## config.mk

```make
export PLATFORM = sky130hd
export DESIGN_NAME = base64_stream_decoder
export DESIGN_NICKNAME = d
export VERILOG_FILES = /design/src/b64d_pkg.sv /design/src/b64d_sextet.sv /design/src/b64d_step.sv /design/src/base64_stream_decoder.sv
export VERILOG_INCLUDE_DIRS = /design/src /design/src/src
export SDC_FILE = /design/constraint.sdc
export NUM_CORES = 1
export LEC_CHECK = 0
export BUFFER_PORTS_ARGS = -buffer_cell sky130_fd_sc_hd__buf_2
export CAP_MARGIN = 40
export CORE_ASPECT_RATIO = 2
export CORE_MARGIN = 2
export CORE_UTILIZATION = 60
export DETAILED_ROUTE_END_ITERATION = 12
export PLACE_DENSITY = 0.83
export SLEW_MARGIN = 20
export SYNTH_ARGS = -nofsm -noshare
export SYNTH_HDL_FRONTEND = slang
export SYNTH_SLANG_ARGS = --single-unit
```

## constraint.sdc

```tcl
create_clock -name clk -period 4.2 [get_ports clk]
set_input_delay 0.84 -clock clk [delete_from_list [all_inputs] [get_ports clk]]
set_output_delay 0.84 -clock clk [all_outputs]
set_load 0.02 [all_outputs]
```

## src/base64_stream_decoder_defines.svh

```systemverilog
// Assertion macros shared by the base64 stream decoder RTL.
`ifndef BASE64_STREAM_DECODER_DEFINES_SVH
`define BASE64_STREAM_DECODER_DEFINES_SVH
`ifndef SYNTHESIS
// Check that a condition implies a consequence in the same cycle.
`define B64D_ASSERT_SAME(label, clk, rst_n, cond, cons) \
  label: assert property (@(posedge clk) disable iff (!rst_n) (cond) |-> (cons)) \
    else $error("base64 decoder check failed");
// Check that a condition implies a consequence in the next cycle.
`define B64D_ASSERT_NEXT(label, clk, rst_n, cond, cons) \
  label: assert property (@(posedge clk) disable iff (!rst_n) (cond) |=> (cons)) \
    else $error("base64 decoder check failed");
`else
`define B64D_ASSERT_SAME(label, clk, rst_n, cond, cons)
`define B64D_ASSERT_NEXT(label, clk, rst_n, cond, cons)
`endif
`endif

```

## src/b64d_pkg.sv

```systemverilog
// Types and constants of the base64 stream decoder.
`default_nettype none
package b64d_pkg;

  localparam logic [7:0] PAD_CHAR   = 8'h3D;
  localparam logic [7:0] CHAR_UPPER = 8'h41;
  localparam logic [7:0] CHAR_LOWER = 8'h61;
  localparam logic [7:0] CHAR_DIGIT = 8'h30;
  localparam logic [7:0] CHAR_PLUS  = 8'h2B;
  localparam logic [7:0] CHAR_SLASH = 8'h2F;
  localparam logic [5:0] LOWER_BASE = 6'd26;
  localparam logic [5:0] DIGIT_BASE = 6'd52;
  localparam logic [5:0] PLUS_VAL   = 6'd62;
  localparam logic [5:0] SLASH_VAL  = 6'd63;

  // Position within a group of four characters.
  typedef enum logic [1:0] {
    PH_FIRST  = 2'd0,
    PH_SECOND = 2'd1,
    PH_THIRD  = 2'd2,
    PH_FOURTH = 2'd3
  } phase_t;

  // Classification of one character.
  typedef struct packed {
    logic       pad;
    logic       bad;
    logic [5:0] value;
  } sextet_t;

  // Result of one decode step.
  typedef struct packed {
    logic       emit;
    logic [7:0] data;
    logic       byte_valid;
    logic       final_result;
    logic       bad_char;
  } result_t;

endpackage
`default_nettype wire

```

## src/b64d_sextet.sv

```systemverilog
// Character classifier: maps an ASCII code to its 6-bit base64 value.
`default_nettype none
module b64d_sextet (
  input  wire logic [7:0]       char_code,
  output b64d_pkg::sextet_t     sextet
);
  import b64d_pkg::*;

  // Classify against the alphabet ranges
  always_comb begin
    sextet.pad   = (char_code == PAD_CHAR);
    sextet.bad   = 1'b0;
    sextet.value = '0;
    if (char_code inside {[8'h41:8'h5A]}) begin
      sextet.value = 6'(char_code - CHAR_UPPER);
    end else if (char_code inside {[8'h61:8'h7A]}) begin
      sextet.value = 6'(char_code - CHAR_LOWER) + LOWER_BASE;
    end else if (char_code inside {[8'h30:8'h39]}) begin
      sextet.value = 6'(char_code - CHAR_DIGIT) + DIGIT_BASE;
    end else if (char_code == CHAR_PLUS) begin
      sextet.value = PLUS_VAL;
    end else if (char_code == CHAR_SLASH) begin
      sextet.value = SLASH_VAL;
    end else if (char_code != PAD_CHAR) begin
      sextet.bad = 1'b1;
    end
  end

endmodule
`default_nettype wire

```

## src/b64d_step.sv

```systemverilog
// Group sequencer: combines the stored sextet with the new one into bytes.
`default_nettype none
module b64d_step (
  input  wire b64d_pkg::phase_t  phase,
  input  wire logic [5:0]        prev_sextet,
  input  wire b64d_pkg::sextet_t sextet,
  input  wire logic              end_of_text,
  output b64d_pkg::phase_t       phase_nxt,
  output logic [5:0]             prev_nxt,
  output b64d_pkg::result_t      result
);
  import b64d_pkg::*;

  // Next group position and stored sextet
  always_comb begin
    phase_nxt = phase;
    prev_nxt  = prev_sextet;
    if (!sextet.pad) begin
      prev_nxt = sextet.value;
      case (phase)
        PH_FIRST:  phase_nxt = PH_SECOND;
        PH_SECOND: phase_nxt = PH_THIRD;
        PH_THIRD:  phase_nxt = PH_FOURTH;
        PH_FOURTH: phase_nxt = PH_FIRST;
        default:   phase_nxt = PH_FIRST;
      endcase
    end
    if (end_of_text) begin
      phase_nxt = PH_FIRST;
      prev_nxt  = '0;
    end
  end

  // Assemble the byte and result flags
  always_comb begin
    logic [7:0] data;
    logic       valid;
    data  = '0;
    valid = 1'b0;
    if (!sextet.pad) begin
      case (phase)
        PH_FIRST: begin
          data  = {sextet.value, 2'b00};
          valid = end_of_text;
        end
        PH_SECOND: begin
          data  = {prev_sextet, sextet.value[5:4]};
          valid = 1'b1;
        end
        PH_THIRD: begin
          data  = {prev_sextet[3:0], sextet.value[5:2]};
          valid = 1'b1;
        end
        PH_FOURTH: begin
          data  = {prev_sextet[1:0], sextet.value};
          valid = 1'b1;
        end
        default: begin
          data  = '0;
          valid = 1'b0;
        end
      endcase
    end
    result.data         = valid ? data : 8'h00;
    result.byte_valid   = valid;
    result.final_result = end_of_text;
    result.bad_char     = sextet.bad;
    result.emit         = valid || sextet.bad || end_of_text;
  end

endmodule
`default_nettype wire

```

## src/base64_stream_decoder.sv

```systemverilog
// Base64 stream decoder top level: input register, decode logic, result register.
//
// Usage:
//   The input channel takes one ASCII character per transaction on
//   in_char_code, with in_end_of_text high on the last character of a
//   string. The result channel gives at most one result per character:
//   a decoded byte (out_byte with out_byte_valid), a bad-character flag,
//   the final mark of a string, or several. Characters that complete no byte
//   and are neither bad nor last give none; '=' padding gives one only when last.
//   Path: a character accepted into the input register passes the decode
//   logic into the result register (two registers deep).
//   Throughput: one character per cycle unless out_stall holds a waiting
//   result; the decode logic between the two registers is combinational.
//   Reset (rst_n low, synchronous) empties both registers and returns the
//   decoder to the start of a group with a zero stored sextet.
//   When out_stall is high with a result waiting, the result holds and the
//   input register holds as well, whether or not its character gives a
//   result; while it is full the input side is stalled through in_stall.
`default_nettype none
`include "base64_stream_decoder_defines.svh"
module base64_stream_decoder (
  input  wire logic       clk,
  input  wire logic       rst_n,
  input  wire logic       in_valid,
  output logic            in_stall,
  input  wire logic [7:0] in_char_code,
  input  wire logic       in_end_of_text,
  output logic            out_valid,
  input  wire logic       out_stall,
  output logic [7:0]      out_byte,
  output logic            out_byte_valid,
  output logic            out_final_result,
  output logic            out_bad_char
);
  import b64d_pkg::*;

  logic       s1_valid_r;
  logic [7:0] s1_char_r;
  logic       s1_eot_r;
  phase_t     phase_r;
  phase_t     phase_nxt;
  logic [5:0] prev_r;
  logic [5:0] prev_nxt;
  logic       out_valid_r;
  result_t    out_r;
  sextet_t    sextet;
  result_t    result;
  logic       s2_ready;
  logic       s1_advance;

  // Classify the registered character
  b64d_sextet u_sextet (
    .char_code (s1_char_r),
    .sextet    (sextet)
  );

  // Decode against the group state
  b64d_step u_step (
    .phase       (phase_r),
    .prev_sextet (prev_r),
    .sextet      (sextet),
    .end_of_text (s1_eot_r),
    .phase_nxt   (phase_nxt),
    .prev_nxt    (prev_nxt),
    .result      (result)
  );

  // Handshake control
  assign s2_ready   = !out_valid_r || !out_stall;
  assign s1_advance = s1_valid_r && s2_ready;
  assign in_stall   = s1_valid_r && !s2_ready;

  // Capture the input transaction
  always_ff @(posedge clk) begin
    if (!rst_n) begin
      s1_valid_r <= 1'b0;
    end else if (!in_stall) begin
      s1_valid_r <= in_valid;
    end
  end

  always_ff @(posedge clk) begin
    if (in_valid && !in_stall) begin
      s1_char_r <= in_char_code;
      s1_eot_r  <= in_end_of_text;
    end
  end

  // Advance the group state
  always_ff @(posedge clk) begin
    if (!rst_n) begin
      phase_r <= PH_FIRST;
      prev_r  <= '0;
    end else if (s1_advance) begin
      phase_r <= phase_nxt;
      prev_r  <= prev_nxt;
    end
  end

  // Load the result register
  always_ff @(posedge clk) begin
    if (!rst_n) begin
      out_valid_r <= 1'b0;
    end else if (s2_ready) begin
      out_valid_r <= s1_valid_r && result.emit;
    end
  end

  always_ff @(posedge clk) begin
    if (s1_advance) begin
      out_r <= result;
    end
  end

  assign out_valid        = out_valid_r;
  assign out_byte         = out_r.data;
  assign out_byte_valid   = out_r.byte_valid;
  assign out_final_result = out_r.final_result;
  assign out_bad_char     = out_r.bad_char;

  // A result without a byte carries a zero byte
  `B64D_ASSERT_SAME(a_zero_byte, clk, rst_n, out_valid_r && !out_r.byte_valid, out_r.data == 8'h00)
  // A result with neither byte nor bad flag must be the final one
  `B64D_ASSERT_SAME(a_empty_is_final, clk, rst_n, out_valid_r && !out_r.byte_valid && !out_r.bad_char, out_r.final_result)
  // End of text returns the decoder to the start of a group
  `B64D_ASSERT_NEXT(a_eot_resets, clk, rst_n, s1_advance && s1_eot_r, phase_r == PH_FIRST && prev_r == 6'd0)

endmodule
`default_nettype wire
```

==> summary.md, run 1 <==
| Metric | Value |
|---|---|
| Area growth syn-to-layout | `13.8%` |
| Cell Area, Synth | `approximately 1800 sq um` |
| Initial Utilization | `62.4%` |
| CTS tree | `built` |
| IO Port Bufs | `25` |
| Post-CTS setup buffer count | `0` |
| Final Hold Fails | `0` |
| Post-DP HPWL | `3.02 mm` |
| Fill cells | `221` |
| Critical path arrival | `between 2 and 3 ns` |
| Asr flop ratio synth | `0%` |
| Status | `completed` |
| Die ar. | `between 3000 and 4000 sq um` |
| Wire per inst | `17.1 um` |
| Yosys warning count | `0` |
| CTS Hold Bufs | `0` |
| Library cells used by synthesis | `53` |
| MaxCap Viol Count | `0` |
| Clock buffer depth | `2` |
| Cell Rows | `28` |
| Synthesized Nets | `203` |
| Hold endpoint | `prev_r[2]$_SDFFE_PN0P_` |
| Crit. End Element | `flop` |
| Finished Layout Cells | `approximately 230` |
| All-Layer GR Usage | `24.6%` |
| Tmin final | `2.56 ns` |
| Total CTS buffers | `5` |
| Reg2Reg Launch Point | `s1_char_r[2]$_DFFE_PP_` |
| Clk Latency, worst-skew pair | `slightly below 0.3 ns` |
| Total leakage power | `0.000791 uW` |
| DRC Markers | `0` |
| Flops & latches, synth | `30` |
| Grt ovf | `0` |
| Dpl cell area | `about 2000 sq um` |
| Slew margin rel. | `49.2%` |
| WHS Path Cells | `2` |
| Vias after detailed routing | `1,492` |
| Cell breakdown of the critical path | `inv_1 > ha_1 > a21oi_1 > a311oi_2 > or3_4 > o21ai_1 > a21oi_1 > a211oi_1` |
| RSZ-0062 raised after global routing | `false` |
| Final setup violation count | `0` |
| Initial antenna violation count | `0` |
| Core Region | `2910 sq um` |
| Vias in the first global route | `1,488` |
| Io pins | `26` |
| Synth Instances | `176` |
| Total power | `730 uW` |
| Crit path launch type | `flop` |
| Area of the multi-input gates | `942 sq um` |
| Finished Cell Area | `2060 sq um` |
| # resized after CTS | `0` |
| Ys flop type | `edfxtp_1` |
| Die height | `81.8 um` |
| Crit Path Max Fanout | `8` |
| HP Start | `prev_r[2]$_SDFFE_PN0P_` |
| Register-to-register setup slack | `between 1.5 and 2 ns` |
| Most used cell, CP | `a21oi_1` |
| Vias/cell | `6.38` |
| CP peak stage delay | `0.50 ns` |
| Final Max Tran Viols | `0` |
| CP top delay family | `compound AO/OA/AOI/OAI gates` |
| Post-synth EDFFs | `20` |
| # H-tree levels | `2` |
| Fin util | `71.0%` |
| Placer Congestion | `0.957` |
| Crit share post-route | `61.1%` |
| Slowest CP cell | `edfxtp_1` |
| WP data required | `roughly 4.3 ns` |
| Sequential-to-total area share from yosys stat | `44.1%` |
| VDD IR-drop max | `0.000368 V` |
| Share of cells above drive strength 1 | `22.1%` |
| Crit Path Class | `reg -> reg` |
| Routed WL | `4.00 mm` |
| CP bufs+invs | `1` |
| Largest net degree at the start of global routing | `13` |
| Highest Clock Rate | `390 MHz` |
| Clock skew | `0.00591 ns` |
| FF-to-FF End | `out_byte[4]$_SDFFCE_PP0P_` |
| HP Class | `reg -> reg` |
| First-pass GRT wire length | `~6.4 mm` |
| Initial DRC Count | `80` |
| Setup TNS | `0 ns` |
| Slew of the pin with the lowest slew margin | `0.760 ns` |
| Drt first pass iters | `5` |
| Clock root cell | `clkbuf_8` |
| CTS Sinks | `30` |
| Cell Count Post-Placement | `between 200 and 250` |
| Clk slew on worst S/H paths | `0.06 ns` |
| Syn Area/Cell | `10.3 sq um` |
| Pwr Density | `354 nW/um^2` |
| Nets@finish | `230` |
| FF-to-FF path depth | `8` |
| Post-route ant nets | `0` |
| Diodes inserted | `0` |
| Register area | `around 800 sq um` |
| Chip Width | `42.9 um` |
-- cells in the final DEF (no fill, tap or decap), drive strengths merged, types with 4 or more instances in the layout --
cell type  count
o21ai          9
nand2          7
nor2b          9
ha            14
inv           12
a22oi          7
edfxtp        20
buf           26
a21oi         10
nand3          7
nor3           4
nor2          11
dfxtp         10
clkbuf         7
a211oi         5
-- cell usage after synthesis, types with 3 or more instances --
master    number  area (sq um)
edfxtp_1      20           601
a221oi_1       3          26.3
a21boi_0       3          22.5
nand2_1        7          26.3
o21ai_1        4          20.0
o21ai_0        4          20.0
nand2b_1       3          18.8
nor2_1        11          41.3
dfxtp_1       10           200
nor2b_1        9          56.3
a21oi_1        8          40.0
a22oi_1        7          52.6
nand3_1        7          35.0
o211ai_1       3          22.5
nor3_1         3          15.0
inv_1         11          41.3
a211oi_1       5          37.5
buf_1          3          11.3
ha_1          14           175
-- worst max-delay path by stage --
stage               cells past startpoint                   start                        end  slack, ns
floorplan                               5               out_stall     prev_r[1]$_SDFFE_PN0P_       1.55
global placement                        8  s1_char_r[2]$_DFFE_PP_  out_byte[2]$_SDFFCE_PP0P_       1.77
detailed placement                      8  s1_char_r[2]$_DFFE_PP_  out_byte[4]$_SDFFCE_PP0P_       1.65
CTS                                     8  s1_char_r[2]$_DFFE_PP_  out_byte[4]$_SDFFCE_PP0P_       1.64
global route                            8  s1_char_r[2]$_DFFE_PP_  out_byte[2]$_SDFFCE_PP0P_       1.51
finish                                  8  s1_char_r[2]$_DFFE_PP_  out_byte[4]$_SDFFCE_PP0P_       1.64
-- worst register-to-register path, delay by kind of cell (launching register included) --
| family | cells | cell delay (ns) |
|---|---|---|
| adders and majority gates | 1 | 0.27 |
| and+or+nand+nor | 1 | 0.44 |
| DFF | 1 | 0.50 |
| buffers and inverters | 1 | 0.16 |
| AOI/OAI and AO/OA | 5 | 1.01 |
-- cells by family (layout without fill, tap and decap cells) --
family / Yosys count / count (layout) / share of synthesized area, %
buffers and inverters: 18 / 46 / 3.93
adders and majority gates: 14 / 14 / 9.66
AOI/OAI and AO/OA: 57 / 57 / 23.5
xor gates and xnor gates: 2 / 2 / 0.966
DFF: 30 / 30 / 44.1
and+or+nand+nor: 54 / 54 / 17.2
muxes: 1 / 1 / 0.552
-- through the flow --
| stage | hold slack, ns | worst slack [ns] |
|---|---|---|
| 2_1_floorplan | 0.456 | 1.55 |
| 3_3_place_gp | 0.480 | 1.77 |
| 3_5_place_dp | 0.486 | 1.65 |
| 4_1_cts | 0.494 | 1.64 |
| 5_1_grt | 0.543 | 1.51 |
| 6_report | 0.501 | 1.64 |
-- routing by layer --
metal  up-vias  share of wire, %  track usage [%]
met4         0               3.9             17.5
met5         -                 0                0
li1        721                 -                -
met3        15               6.6             5.49
met2        82                53             42.6
met1       674                37             25.5
-- flip-flops by register name (all words and copies together), names as in the netlist --
name	cells
out_valid	1
out_bad_char	1
s1_char_r	8
s1_eot_r	1
out_final_result	1
out_byte	8
s1_valid_r	1
prev_r	6
out_byte_valid	1
phase_r	2
-- power breakdown --
part	internal (uW)	total, uW	switching, uW
clock	177	283	105
combinational	38.7	101	62.4
sequential	332	346	14.8
-- area by class of cell --
class	count	area share, %
multi-input combinational	128	45.6
sequential	30	38.8
timing repair buffer	26	6.42
clock buffer	7	3.70
inverter	12	2.18
tap	30	1.82
clock inverter	1	1.45
Note: power is estimated with default switching activity, not from simulation.
==> inputs of run 2 (changes only) <==
--- a/config.mk
+++ b/config.mk
@@ -10,9 +10,9 @@
 export CAP_MARGIN = 40
 export CORE_ASPECT_RATIO = 2
 export CORE_MARGIN = 2
-export CORE_UTILIZATION = 60
+export CORE_UTILIZATION = 56
 export DETAILED_ROUTE_END_ITERATION = 12
-export PLACE_DENSITY = 0.83
+export PLACE_DENSITY = 0.78
 export SLEW_MARGIN = 20
 export SYNTH_ARGS = -nofsm -noshare
 export SYNTH_HDL_FRONTEND = slang
==> constraint.sdc (replaced) <==
create_clock -name clk -period 2.4 [get_ports clk]
set_input_delay 0.48 -clock clk [delete_from_list [all_inputs] [get_ports clk]]
set_output_delay 0.48 -clock clk [all_outputs]
set_load 0.02 [all_outputs]
==> run 2 against run 1 <==
Critical path depth is the same. Setup slack worse by 1.6 ns. Clock skew fell by 0.0013 ns. Clock power grew 31%. Routed wire length is 7.8% higher. Core utilization decreased by 0.51 points. First-iteration DRC count fell by 3.8%.
==> summary.md, run 2 (synthesis results as in run 1) <==
| Metric | Value |
|---|---|
| Crit Path Class | `reg -> reg (unchanged)` |
| Slew of the pin with the lowest slew margin | `0.391 ns (was 0.760 ns)` |
| CP bufs+invs | `2 (was 1)` |
| Nets@finish | `247 (was 230)` |
| Clock buffer depth | `2 (unchanged)` |
| CP peak stage delay | `0.56 ns (was 0.50 ns)` |
| Fin util | `70.5% (was 71.0%)` |
| FF-to-FF path depth | `8 (unchanged)` |
| Slew margin rel. | `73.9% (was 49.2%)` |
| VDD IR-drop max | `0.000620 V (was 0.000368 V)` |
| Final setup violation count | `0 (unchanged)` |
| Drt first pass iters | `4 (was 5)` |
| Routed WL | `4.31 mm (was 4.00 mm)` |
| Io pins | `26 (unchanged)` |
| Crit. Startpoint | `s1_char_r[2]$_DFFE_PP_ (unchanged)` |
| Slowest CP cell | `or4_1 (was edfxtp_1)` |
| Crit path launch type | `flop (unchanged)` |
| Vias/cell | `6.27 (was 6.38)` |
| Clock skew | `0.00462 ns (was 0.00591 ns)` |
| Final Max Tran Viols | `0 (unchanged)` |
| MaxCap Viol Count | `0 (unchanged)` |
| WL met3 | `173 um (was 264 um)` |
| Initial Utilization | `58.1% (was 62.4%)` |
| IO Port Bufs | `25 (unchanged)` |
| Setup TNS | `0 ns (unchanged)` |
| Top sig layer | `met4 (unchanged)` |
| Register-to-register setup slack | `0.07 ns (was 1.64 ns)` |
| Critical path arrival | `2.43 ns (was 2.68 ns)` |
| DRC Markers | `0 (unchanged)` |
| CTS Sinks | `30 (unchanged)` |
| Die ar. | `3740 sq um (was 3510 sq um)` |
| Total CTS buffers | `5 (unchanged)` |
| Crit Path Max Fanout | `4 (was 8)` |
| Finished Cell Area | `2200 sq um (was 2060 sq um)` |
| WHS Path Cells | `1 (was 2)` |
| First-pass GRT wire length | `6.96 mm (was 6.42 mm)` |
| Final Hold Fails | `0 (unchanged)` |
| WP data required | `2.50 ns (was 4.31 ns)` |
| # H-tree levels | `2 (unchanged)` |
| Post-route ant nets | `0 (unchanged)` |
| Largest net degree at the start of global routing | `12 (was 13)` |
| Core Region | `3120 sq um (was 2910 sq um)` |
| Status | `completed (unchanged)` |
| Post-DP HPWL | `3.15 mm (was 3.02 mm)` |
| Highest Clock Rate | `430 MHz (was 390 MHz)` |
| Total power | `1190 uW (was 730 uW)` |
| Dpl cell area | `2050 sq um (was 1960 sq um)` |
| Chip Width | `44.2 um (was 42.9 um)` |
| Total leakage power | `0.000866 uW (was 0.000791 uW)` |
| Placer Congestion | `0.907 (was 0.957)` |
| Vias after detailed routing | `1,580 (was 1,492)` |
| Tmin final | `2.33 ns (was 2.56 ns)` |
| CP top delay family | `compound AO/OA/AOI/OAI gates (unchanged)` |
| Crit share post-route | `97.0% (was 61.1%)` |
| Wire per inst | `17.1 um (about the same)` |
| Initial DRC Count | `77 (was 80)` |
| Most frequent cells in the layout | `buf_2 (25), edfxtp_1 (20), buf_4 (18), ha_1 (12), nor2_1 (11) (was buf_2 (25), edfxtp_1 (20), ha_1 (14), inv_1 (11), nor2_1 (11))` |
| HP Start | `in_char_code[0] (was prev_r[2]$_SDFFE_PN0P_)` |
| Cell Rows | `29 (was 28)` |
| CTS tree | `built (unchanged)` |
| Most used cell, CP | `buf_4 (was a21oi_1)` |
| Diodes inserted | `0 (unchanged)` |
| Most common cell after layout, fill and taps aside | `buf_2 (unchanged)` |
| Clk slew on worst S/H paths | `0.06 ns (about the same)` |
| Vias in the first global route | `1,556 (was 1,488)` |
| Share of cells above drive strength 1 | `31.7% (was 22.1%)` |
| Area growth syn-to-layout | `21.2% (was 13.8%)` |
| Crit. End Element | `flop (unchanged)` |
| Pwr Density | `540 nW/um^2 (was 354 nW/um^2)` |
| Cell breakdown of the critical path | `buf_4 > buf_4 > nor2_1 > a311oi_2 > or4_1 > a21oi_2 > o21ai_1 > a211oi_1 (was inv_1 > ha_1 > a21oi_1 > a311oi_2 > or3_4 > o21ai_1 > a21oi_1 > a211oi_1)` |
| Detail Route met2 WL | `2.34 mm (was 2.11 mm)` |
| All-Layer GR Usage | `25.1% (was 24.6%)` |
| Grt ovf | `0 (unchanged)` |
| CP Depth | `8 (unchanged)` |
| Reg2Reg Launch Point | `s1_char_r[2]$_DFFE_PP_ (unchanged)` |
| Initial antenna violation count | `0 (unchanged)` |
| Die height | `84.5 um (was 81.8 um)` |
| M1 WL | `1.63 mm (was 1.46 mm)` |
| Clk Latency, worst-skew pair | `0.28 ns (was 0.29 ns)` |
| Clock root cell | `clkbuf_8 (unchanged)` |
| HP Class | `in -> reg (was reg -> reg)` |
| CTS Hold Bufs | `0 (unchanged)` |
run 2: cell count changes in the layout (fill, tap and decap cells not counted), moves of 2 or more:
cell / change
a221oi_1: -2
a221oi_2: +2
buf_4: +17
ha_1: -2
ha_2: +2
inv_1: -2
inv_2: +2
run 2: area by class of cell:
type,instances,area [sq um]
Timing Repair Buffer,43,260
Clock inverter,2,8.76
Multi-Input combinational cell,128,973
Tap cell,31,38.8
Clock buffer,6,72.6
Inverter,12,45.0
Fill cell,246,921
Sequential cell,30,801
run 2: stage by stage:
stage	instances	hold slack (ns)	setup slack (ns)
3_5_place_dp	239	0.485	0.0220
5_1_grt	252	0.364	-0.0156
3_3_place_gp	239	0.479	0.108
2_1_floorplan	176	0.456	0.113
4_1_cts	247	0.374	0.00247
6_report	252	0.372	0.0724
run 2: routing by layer:
metal  vias up  track usage [%]
li1        755                -
met5         -                0
met4         0             14.0
met3        17             3.44
met2        58             44.0
met1       750             27.5
run 2: worst paths after layout:
check                              end
max          out_byte[2]$_SDFFCE_PP0P_
min             s1_char_r[0]$_DFFE_PP_
max reg2reg  out_byte[2]$_SDFFCE_PP0P_
min reg2reg     prev_r[2]$_SDFFE_PN0P_
run 2: what timing repair did:
| item | in CTS | in global routing |
|---|---|---|
| hold endpoints to repair | 0 | 0 |
| endpoints found under the setup margin | 1 | 10 |
| cloned | 0 | 0 |
| buffers inserted | 0 | 5 |
| pin swaps | 0 | 3 |
| resized for setup | 1 | 8 |
run 2: power breakdown:
part,internal [uW],total [uW],switching [uW]
Clock,198,371,173
Combinational,90.8,215,124
Sequential,580,601,21.3
==> inputs of run 3 (changes only) <==
--- a/config.mk
+++ b/config.mk
@@ -13,6 +13,7 @@
 export CORE_UTILIZATION = 56
 export DETAILED_ROUTE_END_ITERATION = 12
 export PLACE_DENSITY = 0.78
+export REMOVE_ABC_BUFFERS = 1
 export SLEW_MARGIN = 20
 export SYNTH_ARGS = -nofsm -noshare
 export SYNTH_HDL_FRONTEND = slang
==> run 3 against run 2 <==
Clock power increased by 10%. Core utilization decreased by 0.24 points. Critical endpoint unchanged. First-iteration DRC count decreased by 10%.
==> summary.md, run 3 (synthesis results as in run 1) <==
| Metric | Value |
|---|---|
| Hold Slack | `0.375 ns (was 0.372 ns)` |
| Die ar. | `3740 sq um (unchanged)` |
| Clock skew | `0.00628 ns (was 0.00462 ns)` |
| Vias/cell | `6.47 (was 6.27)` |
| Area growth syn-to-layout | `20.8% (was 21.2%)` |
| Crit. Startpoint | `s1_char_r[2]$_DFFE_PP_ (unchanged)` |
| Tmin final | `2.30 ns (was 2.33 ns)` |
| Setup TNS | `0 ns (unchanged)` |
| CP top delay family | `compound AO/OA/AOI/OAI gates (unchanged)` |
| WP data required | `2.52 ns (was 2.50 ns)` |
| Crit share post-route | `96.0% (was 97.0%)` |
| IO Port Bufs | `25 (unchanged)` |
| RSZ-0062 raised after global routing | `true` |
| HP Class | `in -> reg (unchanged)` |
| Die height | `84.5 um (unchanged)` |
| Initial DRC Count | `69 (was 77)` |
| Routed WL | `4.35 mm (was 4.31 mm)` |
| Vias in the first global route | `1,547 (was 1,556)` |
| Final Max Tran Viols | `0 (unchanged)` |
| Post-route ant nets | `0 (unchanged)` |
| Crit Path Class | `reg -> reg (unchanged)` |
| Clock buffer depth | `2 (unchanged)` |
| Nets@finish | `243 (was 247)` |
| Cell Rows | `29 (unchanged)` |
| Vias after detailed routing | `1,604 (was 1,580)` |
| CP bufs+invs | `2 (unchanged)` |
| Final Hold Fails | `0 (unchanged)` |
| Final setup violation count | `0 (unchanged)` |
| Wire per inst | `17.5 um (was 17.1 um)` |
| Initial Utilization | `58.1% (unchanged)` |
| Placer Congestion | `0.855 (was 0.907)` |
| Cell breakdown of the critical path | `buf_4 > buf_4 > nor2_1 > a311oi_2 > or4_1 > a21oi_2 > o21ai_2 > a211oi_2 (was buf_4 > buf_4 > nor2_1 > a311oi_2 > or4_1 > a21oi_2 > o21ai_1 > a211oi_1)` |
| Total leakage power | `0.000859 uW (was 0.000866 uW)` |
| Pwr Density | `557 nW/um^2 (was 540 nW/um^2)` |
| Reg2Reg Launch Point | `s1_char_r[2]$_DFFE_PP_ (unchanged)` |
| Slew of the pin with the lowest slew margin | `0.434 ns (was 0.391 ns)` |
| HP Start | `in_char_code[5] (was in_char_code[0])` |
| Highest Clock Rate | `434 MHz (was 430 MHz)` |
| Slew margin rel. | `70.8% (was 73.9%)` |
| Clk Latency, worst-skew pair | `0.28 ns (about the same)` |
| Total CTS buffers | `5 (unchanged)` |
| Register-to-register setup slack | `0.1 ns (was 0.07 ns)` |
| VDD IR-drop max | `0.000514 V (was 0.000620 V)` |
| Critical path arrival | `2.42 ns (was 2.43 ns)` |
| Crit Path Max Fanout | `5 (was 4)` |
| Clock root cell | `clkbuf_8 (unchanged)` |
| Most used cell, CP | `buf_4 (unchanged)` |
| Total power | `1220 uW (was 1190 uW)` |
| Io pins | `26 (unchanged)` |
| Grt ovf | `0 (unchanged)` |
| Largest net degree at the start of global routing | `12 (unchanged)` |
| All-Layer GR Usage | `25.2% (was 25.1%)` |
| Post-place setup slack | `-0.0681 ns (was 0.0220 ns)` |
| Drt first pass iters | `5 (was 4)` |
| Post-DP HPWL | `3.22 mm (was 3.15 mm)` |
| Final worst setup slack | `0.0964 ns (was 0.0724 ns)` |
| DRC Markers | `0 (unchanged)` |
| MaxCap Viol Count | `0 (unchanged)` |
| Crit. End Element | `flop (unchanged)` |
| # H-tree levels | `2 (unchanged)` |
| Status | `completed (unchanged)` |
| Crit path launch type | `flop (unchanged)` |
| Chip Width | `44.2 um (unchanged)` |
| CTS Sinks | `30 (unchanged)` |
| CTS tree | `built (unchanged)` |
| Most common cell after layout, fill and taps aside | `buf_2 (unchanged)` |
| Most frequent cells in the layout | `buf_2 (25), edfxtp_1 (20), ha_1 (14), buf_4 (14), nor2_1 (11) (was buf_2 (25), edfxtp_1 (20), buf_4 (18), ha_1 (12), nor2_1 (11))` |
| Slowest CP cell | `or4_1 (unchanged)` |
| Initial antenna violation count | `0 (unchanged)` |
| Clk slew on worst S/H paths | `0.06 ns (about the same)` |
| Core Region | `3120 sq um (unchanged)` |
| CP peak stage delay | `0.52 ns (was 0.56 ns)` |
| Share of cells above drive strength 1 | `31.3% (was 31.7%)` |
| Fin util | `70.2% (was 70.5%)` |
| Diodes inserted | `0 (unchanged)` |
| First-pass GRT wire length | `7.00 mm (was 6.96 mm)` |
run 3: cell type report:
class	count	area, sq um
Tap cell	31	38.8
Sequential cell	30	801
Clock inverter	1	5.00
Multi-Input combinational cell	128	986
Inverter	12	45.0
Fill cell	252	928
Clock buffer	7	86.3
Timing Repair Buffer	39	230
run 3: repair_timing:
action | CTS | global route
setup endpoints to repair | 2 | 10
pin swaps | 2 | 3
gates resized for setup | 3 | 8
buffers inserted | 1 | 2
hold buffers | 0 | 0
hold endpoints to repair | 0 | 0
run 3: metrics by stage:
| step | instances | cell area [sq um] |
|---|---|---|
| after detailed placement | 237 | 2030 |
| after CTS | 246 | 2150 |
| after global placement | 237 | 2030 |
| after global routing | 248 | 2190 |
| final | 248 | 2190 |
| after floorplan | 170 | 1790 |
run 3: routing by layer:
metal  global-route usage (%)  part of all wire (%)
met2                     45.1                    55
met4                     12.9                   3.5
met3                     4.30                   4.4
met5                        0                     0
met1                     26.7                    37
run 3: path summary, 6_finish.rpt:
kind | to | cells past startpoint
worst max register to register | out_byte[2]$_SDFFCE_PP0P_ | 8
worst min register to register | out_valid$_SDFFE_PN0N_ | 2
worst min-delay path | s1_char_r[5]$_DFFE_PP_ | 1
worst max-delay path | out_byte[2]$_SDFFCE_PP0P_ | 8
run 3: where the power goes:
part / switching [uW] / total [uW] / internal (uW)
Combinational: 126 / 213 / 86.9
Clock: 177 / 408 / 231
Sequential: 20.0 / 600 / 580
